File: src/rtl/weighted_priority_queue_scheduler_macros.svh
// Assertion macros shared by the scheduler's checking code.
`ifndef WEIGHTED_PRIORITY_QUEUE_SCHEDULER_MACROS_SVH
`define WEIGHTED_PRIORITY_QUEUE_SCHEDULER_MACROS_SVH

// Same-cycle implication, disabled while in reset.
`define WPRQ_ASSERT_IMP(name, ante, cons, msg) \
    name: assert property (@(posedge clk) disable iff (!rst_n) (ante) |-> (cons)) \
        else $error(msg);

// Next-cycle implication, disabled while in reset.
`define WPRQ_ASSERT_NXT(name, ante, cons, msg) \
    name: assert property (@(posedge clk) disable iff (!rst_n) (ante) |=> (cons)) \
        else $error(msg);

`endif

File: src/rtl/wprq_pkg.sv
// Shared types, codes and defaults of the weighted priority queue scheduler.
package wprq_pkg;

    localparam int LEVELS_DEF       = 256;
    localparam int POOL_DEPTH_DEF   = 1024;
    localparam int DATA_BITS_DEF    = 32;
    localparam int TRAFFIC_BITS_DEF = 16;
    localparam int TRAFFIC_RESET    = 16;
    localparam int GROUP            = 16;
    localparam int COUNT_BITS       = 11;

    localparam logic CMD_ENQ = 1'b0;
    localparam logic CMD_DEQ = 1'b1;

    localparam logic [1:0] ST_OK    = 2'd0;
    localparam logic [1:0] ST_FULL  = 2'd1;
    localparam logic [1:0] ST_EMPTY = 2'd2;

    localparam logic REG_TRAFFIC  = 1'b0;
    localparam logic REG_MIN_PRIO = 1'b1;

    typedef enum logic [3:0] {
        S_IDLE,
        S_ENQ_ALLOC,
        S_ENQ_COMMIT,
        S_PICK_GRP,
        S_PICK_LVL,
        S_DEQ_READ,
        S_DEQ_FETCH,
        S_DEQ_COMMIT,
        S_RND_CLEAR,
        S_RND_SUM,
        S_RND_DINIT,
        S_RND_DSEL,
        S_RND_DWAIT,
        S_RND_LINIT,
        S_RND_LSEL,
        S_RND_LWR
    } state_t;

    typedef struct packed {
        logic latch_in;
        logic enq_alloc;
        logic enq_commit;
        logic pick_grp;
        logic pick_lvl;
        logic deq_read;
        logic deq_fetch;
        logic deq_commit;
        logic res_empty;
        logic rnd_clear;
        logic rnd_sum;
        logic div_init;
        logic div_start;
        logic div_store;
        logic left_init;
        logic left_read;
        logic left_write;
        logic idx_inc;
        logic idx_dec;
    } ctrl_cmd_t;

    typedef struct packed {
        logic found;
        logic retried;
        logic round_skip;
        logic active_any;
        logic idx_last;
        logic idx_at_min;
        logic idx_nonempty;
        logic sum_zero;
        logic div_done;
        logic rem_zero;
    } dp_stat_t;

endpackage

File: src/rtl/wprq_ctrl.sv
// Sequencer for enqueue, dequeue and round set-up.
module wprq_ctrl (
    input  logic                 clk,
    input  logic                 rst_n,
    input  logic                 start,
    input  logic                 cmd,
    input  wprq_pkg::dp_stat_t   stat,
    output wprq_pkg::ctrl_cmd_t  ctl,
    output logic                 busy
);

    wprq_pkg::state_t state_reg;
    wprq_pkg::state_t state_next;
    logic             do_div;

    assign do_div = stat.idx_nonempty && !stat.sum_zero;

    always_ff @(posedge clk or negedge rst_n)
    begin
        if (!rst_n)
            state_reg <= wprq_pkg::S_IDLE;
        else
            state_reg <= state_next;
    end

    always_comb
    begin
        state_next = state_reg;
        unique case (state_reg)
            wprq_pkg::S_IDLE:
                if (start)
                    state_next = (cmd == wprq_pkg::CMD_DEQ) ? wprq_pkg::S_PICK_GRP
                                                            : wprq_pkg::S_ENQ_ALLOC;
            wprq_pkg::S_ENQ_ALLOC:  state_next = wprq_pkg::S_ENQ_COMMIT;
            wprq_pkg::S_ENQ_COMMIT: state_next = wprq_pkg::S_IDLE;
            wprq_pkg::S_PICK_GRP:   state_next = wprq_pkg::S_PICK_LVL;
            wprq_pkg::S_PICK_LVL:   state_next = wprq_pkg::S_DEQ_READ;
            wprq_pkg::S_DEQ_READ:
                if (stat.found)
                    state_next = wprq_pkg::S_DEQ_FETCH;
                else if (stat.retried)
                    state_next = wprq_pkg::S_IDLE;
                else
                    state_next = wprq_pkg::S_RND_CLEAR;
            wprq_pkg::S_DEQ_FETCH:  state_next = wprq_pkg::S_DEQ_COMMIT;
            wprq_pkg::S_DEQ_COMMIT: state_next = wprq_pkg::S_IDLE;
            wprq_pkg::S_RND_CLEAR:
                state_next = stat.round_skip ? wprq_pkg::S_PICK_GRP : wprq_pkg::S_RND_SUM;
            wprq_pkg::S_RND_SUM:
                if (stat.idx_last)
                    state_next = wprq_pkg::S_RND_DINIT;
            wprq_pkg::S_RND_DINIT:
                state_next = stat.active_any ? wprq_pkg::S_RND_DSEL : wprq_pkg::S_PICK_GRP;
            wprq_pkg::S_RND_DSEL:
                if (do_div)
                    state_next = wprq_pkg::S_RND_DWAIT;
                else if (stat.idx_last)
                    state_next = wprq_pkg::S_RND_LINIT;
            wprq_pkg::S_RND_DWAIT:
                if (stat.div_done)
                    state_next = stat.idx_last ? wprq_pkg::S_RND_LINIT : wprq_pkg::S_RND_DSEL;
            wprq_pkg::S_RND_LINIT:  state_next = wprq_pkg::S_RND_LSEL;
            wprq_pkg::S_RND_LSEL:
                if (stat.rem_zero)
                    state_next = wprq_pkg::S_PICK_GRP;
                else if (stat.idx_nonempty)
                    state_next = wprq_pkg::S_RND_LWR;
                else if (stat.idx_at_min)
                    state_next = wprq_pkg::S_PICK_GRP;
            wprq_pkg::S_RND_LWR:
                state_next = stat.idx_at_min ? wprq_pkg::S_PICK_GRP : wprq_pkg::S_RND_LSEL;
            default: state_next = wprq_pkg::S_IDLE;
        endcase
    end

    always_comb
    begin
        ctl  = '0;
        busy = (state_reg != wprq_pkg::S_IDLE);
        unique case (state_reg)
            wprq_pkg::S_IDLE:       ctl.latch_in   = start;
            wprq_pkg::S_ENQ_ALLOC:  ctl.enq_alloc  = 1'b1;
            wprq_pkg::S_ENQ_COMMIT: ctl.enq_commit = 1'b1;
            wprq_pkg::S_PICK_GRP:   ctl.pick_grp   = 1'b1;
            wprq_pkg::S_PICK_LVL:   ctl.pick_lvl   = 1'b1;
            wprq_pkg::S_DEQ_READ:
            begin
                ctl.deq_read  = stat.found;
                ctl.res_empty = !stat.found && stat.retried;
            end
            wprq_pkg::S_DEQ_FETCH:  ctl.deq_fetch  = 1'b1;
            wprq_pkg::S_DEQ_COMMIT: ctl.deq_commit = 1'b1;
            wprq_pkg::S_RND_CLEAR:  ctl.rnd_clear  = 1'b1;
            wprq_pkg::S_RND_SUM:
            begin
                ctl.rnd_sum = 1'b1;
                ctl.idx_inc = !stat.idx_last;
            end
            wprq_pkg::S_RND_DINIT:  ctl.div_init   = 1'b1;
            wprq_pkg::S_RND_DSEL:
            begin
                ctl.div_start = do_div;
                ctl.idx_inc   = !do_div && !stat.idx_last;
            end
            wprq_pkg::S_RND_DWAIT:
            begin
                ctl.div_store = stat.div_done;
                ctl.idx_inc   = stat.div_done && !stat.idx_last;
            end
            wprq_pkg::S_RND_LINIT:  ctl.left_init  = 1'b1;
            wprq_pkg::S_RND_LSEL:
            begin
                ctl.left_read = !stat.rem_zero && stat.idx_nonempty;
                ctl.idx_dec   = !stat.rem_zero && !stat.idx_nonempty && !stat.idx_at_min;
            end
            wprq_pkg::S_RND_LWR:
            begin
                ctl.left_write = 1'b1;
                ctl.idx_dec    = !stat.idx_at_min;
            end
            default: ctl = '0;
        endcase
    end

endmodule

File: config.mk
export PLATFORM = sky130hd
export DESIGN_NAME = wprq_ctrl
export DESIGN_NICKNAME = d
export VERILOG_FILES = /design/src/rtl/weighted_priority_queue_scheduler_macros.svh /design/src/rtl/wprq_pkg.sv /design/src/rtl/wprq_ctrl.sv
export SDC_FILE = /design/constraint.sdc
export NUM_CORES = 1
export LEC_CHECK = 0
export BUFFER_PORTS_ARGS = -buffer_cell sky130_fd_sc_hd__buf_2
export CAP_MARGIN = 20
export CORE_ASPECT_RATIO = 1.2
export CORE_MARGIN = 5
export CORE_UTILIZATION = 45
export DETAILED_ROUTE_END_ITERATION = 8
export PLACE_DENSITY_LB_ADDON = 0.15
export SLEW_MARGIN = 15
export SYNTH_ARGS = -nofsm -noshare
export SYNTH_HDL_FRONTEND = slang
export SYNTH_SLANG_ARGS = --single-unit
File: constraint.sdc
create_clock -name clk -period 1.9 [get_ports clk]
set_input_delay 0.095 -clock clk [delete_from_list [all_inputs] [get_ports clk]]
set_output_delay 0.095 -clock clk [all_outputs]
set_load 0.05 [all_outputs]
# [Yosys cells after proc, flatten, opt, wreduce, memory -nomap -nowiden]
# Index checks and enable logic that the tools add are counted.
# W data, S select, Z words.
[word_totals] regBits=4 in_bits=14
[op_classes] mux=35 n_reduce_logical=18 eq_ne=20
[ops] operator="$pmux W4 S15" n=1
[ops] operator="$mux W4" n=13
[ops] operator="$eq A4 B4 Y1 const B" n=8
[ops] operator="$mux W1" n=17
[ops] operator="$eq A4 B3 Y1 const B" n=4
[ops] operator="$eq A4 B2 Y1 const B" n=2
[ops] operator="$logic_and A1 B1 Y1" n=7
[ops] operator="$logic_not A1 Y1" n=7
[ops] operator="$ne A2 B2 Y1 const B" n=3
[ops] operator="$reduce_and A5 Y1" n=1
[ops] operator="$eq A4 B1 Y1 const B" n=1
[ops] operator="$logic_not A4 Y1" n=1
[ops] operator="$ne A4 B4 Y1 const B" n=1
[ops] operator="$reduce_bool A4 Y1" n=1
[ops] operator="$mux W3" n=1
[ops] operator="$ne A3 B3 Y1 const B" n=1
[ops] operator="$pmux W1 S3" n=1
[ops] operator="$mux W2" n=1
[ops] operator="$pmux W1 S2" n=1
[ops] operator="$reduce_or A2 Y1" n=1

# [Logic depth before layout (Yosys ltp)]
[depth] word_depth=5 ltp_mapped=7 ltp_nobuf=5

# [Least setup slack after synthesis]
# Ideal clock, no wire load.
[synth_timing] kind="reg2out" startpoint="reg state_reg[1]" endpoint="out ctl[5] (netlist name)" path_stages_with_launch=4 slack_ps=-553 arrival_time_ps=2358 path_cell_list="dfrtp_1 -> buf_6 -> buf_2 -> nor4b_1"
[synth_rtl] element="start: declaration" line="wprq_ctrl.sv:12" text="wprq_pkg::state_t state_reg;"
[synth_rtl] element="start signal: assignment" line="wprq_ctrl.sv:21" text="state_reg <= wprq_pkg::S_IDLE;"
[synth_rtl] element="start signal: assignment" line="wprq_ctrl.sv:23" text="state_reg <= state_next;"
[synth_rtl] element="end: declaration" line="wprq_ctrl.sv:8" text="output wprq_pkg::ctrl_cmd_t ctl,"

==> results.py <==
metrics = {
    "job": {
        "cap_violations": 0,
    },
    "yosys": {
        "synth_compound_area_frac": 0.254,
        "postSynthCellCount": 97,
        "synth.avg_cell_area_um2": 7.22,
        "ys_ff_latch": 4,
        "synth-adder-area-share": 0,
        "synth_top_cell_area_share": 0.143,
        "synth-edff-count": 0,
        "synth.distinct_cells": 37,
        "ys.flop_type": "dfrtp_1",
        "synth_area_leaders": "dfrtp_1, buf_6, nor2_1, nor3_1, o32ai_4",
        "synth_xor_area_frac": 0,
        "muxShareOfSynthArea": 0.0518,
        "synth_warnings": 0,
        "synth_area_um2": 701,
        "synth_top_family_by_area": "simple AND/OR/NAND/NOR gates",
        "yosys.area.top_type": "dfrtp_1",
        "synth-simple-area-share": 0.414,
        "postSynth.asyncResetShare": 1.00,
        "synthesis.nets": 111,
        "synth.yosys.seq_area_share": 0.143,
    },
    "final_layout": {
        "fillers": 141,
        "drive_gt1_frac": 0.443,
        "final_util": 0.630,
        "largest_reg_flops": 4,
        "area_growth_pct": 31.6,
        "nets": 147,
        "antenna_cells": 0,
        "multiInputGateArea_um2": 539,
        "seq_area_um2": 101,
    },
    "clock_tree": {
        "post_cts_buffers": 0,
        "htreeDepth": 1,
        "cts_buffers": 3,
        "clk_latency_ns": 0.23,
        "cts_num_sinks": 4,
        "tritoncts": "done",
        "cts-root-buf": "clkbuf_4",
        "clkTransAtPathRegs_ns": 0.04,
        "cts.path.max_buffers": 2,
    },
    "power": {
        "p_per_area_mw_per_mm2": 1500,
        "p_leak_nw": 0.455,
        "irDropWorstVdd_uv": 1150,
    },
    "floorplan": {
        "die_x_um": 46.0,
        "io_pins": 34,
        "core_mm2": 0.00146,
        "die_h_um": 53.2,
        "rows": 15,
        "start_util": 0.479,
        "die-area_mm2": 0.00245,
    },
    "detailed_routing": {
        "wl_per_cell_um": 13.2,
        "vias_per_cell": 5.42,
        "wirelength_um": 1950,
        "first_iter_violations": 7,
        "detail-route-antenna-nets": 0,
        "num_vias": 802,
        "first_pass_iters": 4,
        "drc": 0,
    },
    "global_routing": {
        "gr-total-overflow": 0,
        "grt_max_degree": 16,
        "grt_antenna_before_repair": 0,
        "grt_pass1_wl_um": 3170,
        "grt_pass1_vias": 708,
        "track_usage": 0.176,
    },
    "critical_path": {
        "arrival_ns": 1.66,
        "worstPathMaxFanout": 9,
        "crit_required_ns": 1.80,
        "slowest_delay_ns": 0.48,
        "path_cells": "buf_4 > inv_1 > nand2_2 > nor4_2 > clkbuf_4",
        "path_class": "reg2out",
        "crit_slowest_cell": "dfrtp_1",
        "start_kind": "register",
        "cp-end-kind": "output port",
    },
    "run_status": {
        "status": "finished clean",
    },
    "min_path": {
        "hp-class": "in2async",
    },
    "sta": {
        "grt_setup_unrepaired": "false",
        "slew_headroom": 0.787,
        "tns_ns": 0,
        "final_hold_viol_count": 0,
        "skew_ns": 0.000407,
        "drv_slew": 0,
        "setup_viol": 0,
        "finalCritPeriodShare": 0.922,
        "min_period_ns": 1.75,
        "tightest_slew_ns": 0.320,
        "max_freq_mhz": 571,
    },
    "placement": {
        "post-dp-hpwl_um": 1520,
        "port_buffers": 33,
        "place_congestion": 0.781,
    },
}
timing repair:
item,4_1_cts,5_1_grt
endpoints found under the hold margin,4,0
hold buffers,1,0
resized for setup,0,3
setup endpoints to repair,0,3
final timing paths:
check	to	slack, ns	start	cells after the start
worst max-delay path	ctl[10]	0.15	state_reg[3]$_DFFE_PN0P_	5
worst min-delay path	state_reg[1]$_DFFE_PN0P_	0.20	rst_n	2
worst max register to register	state_reg[0]$_DFFE_PN0P_	0.24	state_reg[2]$_DFFE_PN0P_	5
worst min register to register	state_reg[2]$_DFFE_PN0P_	0.81	state_reg[1]$_DFFE_PN0P_	2
max in group asynchronous	state_reg[0]$_DFFE_PN0P_	1.57	rst_n	2
min in group clk	state_reg[1]$_DFFE_PN0P_	0.22	cmd	4
cells in the final DEF (no fill, tap or decap), types with 3 or more instances in the layout:
cell / n
nor3_2: 3
nand2_1: 6
inv_1: 6
a21oi_1: 5
buf_4: 5
nor2_1: 15
buf_2: 32
dfrtp_1: 3
nand3_1: 5
nor3_1: 6
clkbuf_4: 4
nand2b_1: 3
o21ai_0: 5
logic make-up (layout without fill, tap and decap cells):
family                 count (synthesis)  after routing
AO/OA/AOI/OAI                         23             23
buffers and inverters                 14             48
flip-flops                             4              4
multiplexers                           3              3
AND/OR/NAND/NOR                       53             53
Yosys cell counts, types with 2 or more instances:
| cell type | instances |
|---|---|
| o21ai_0 | 5 |
| nor2_1 | 15 |
| nor2b_1 | 2 |
| nor3b_1 | 3 |
| buf_2 | 2 |
| o21ai_2 | 2 |
| nand2_1 | 7 |
| nor3_1 | 9 |
| a21oi_1 | 5 |
| inv_1 | 6 |
| dfrtp_1 | 4 |
| nand2b_1 | 3 |
| o211ai_1 | 2 |
| nand3_1 | 5 |
| buf_6 | 5 |
power breakdown:
group          switching [mW]  internal (mW)  total (mW)  leakage (nW)
combinational           0.698          0.355        1.05         0.393
clock                  0.0348         0.0707       0.105        0.0138
sequential             0.0980          0.127       0.225        0.0487
per-layer routing:
layer,vias to the layer above,track usage,part of all wire
li1,418,-,-
met1,354,0.225,0.43
met2,28,0.282,0.49
met3,2,0.0238,0.063
met4,0,0.0853,0.014
met5,-,0,0
worst max-delay path: cells and delay by family, from the launching register on:
family	cells	cell delay, ns
buffers and inverters	3	0.64
flip-flops	1	0.48
AND/OR/NAND/NOR	2	0.29
layout make-up:
class / count / area share
inverter: 6 / 0.0244
tap: 17 / 0.0231
multi-input combinational: 79 / 0.585
clock buffer: 3 / 0.0244
sequential: 4 / 0.110
timing repair buffer: 39 / 0.233
per-stage QoR:
stage / std cells / cell area [µm²] / hold slack, ns / total power, mW / setup WS (ns)
after global routing: 148 / 922 / 0.191 / 1.50 / 0.0536
after global placement: 144 / 883 / -0.0974 / 1.27 / 0.250
after CTS: 148 / 916 / 0.193 / 1.38 / 0.0454
after floorplan: 97 / 733 / -0.201 / 1.11 / -0.0807
after detailed placement: 144 / 883 / -0.0957 / 1.26 / 0.218
final: 148 / 922 / 0.196 / 1.38 / 0.149
No activity file was read; power rests on OpenSTA's default activity.
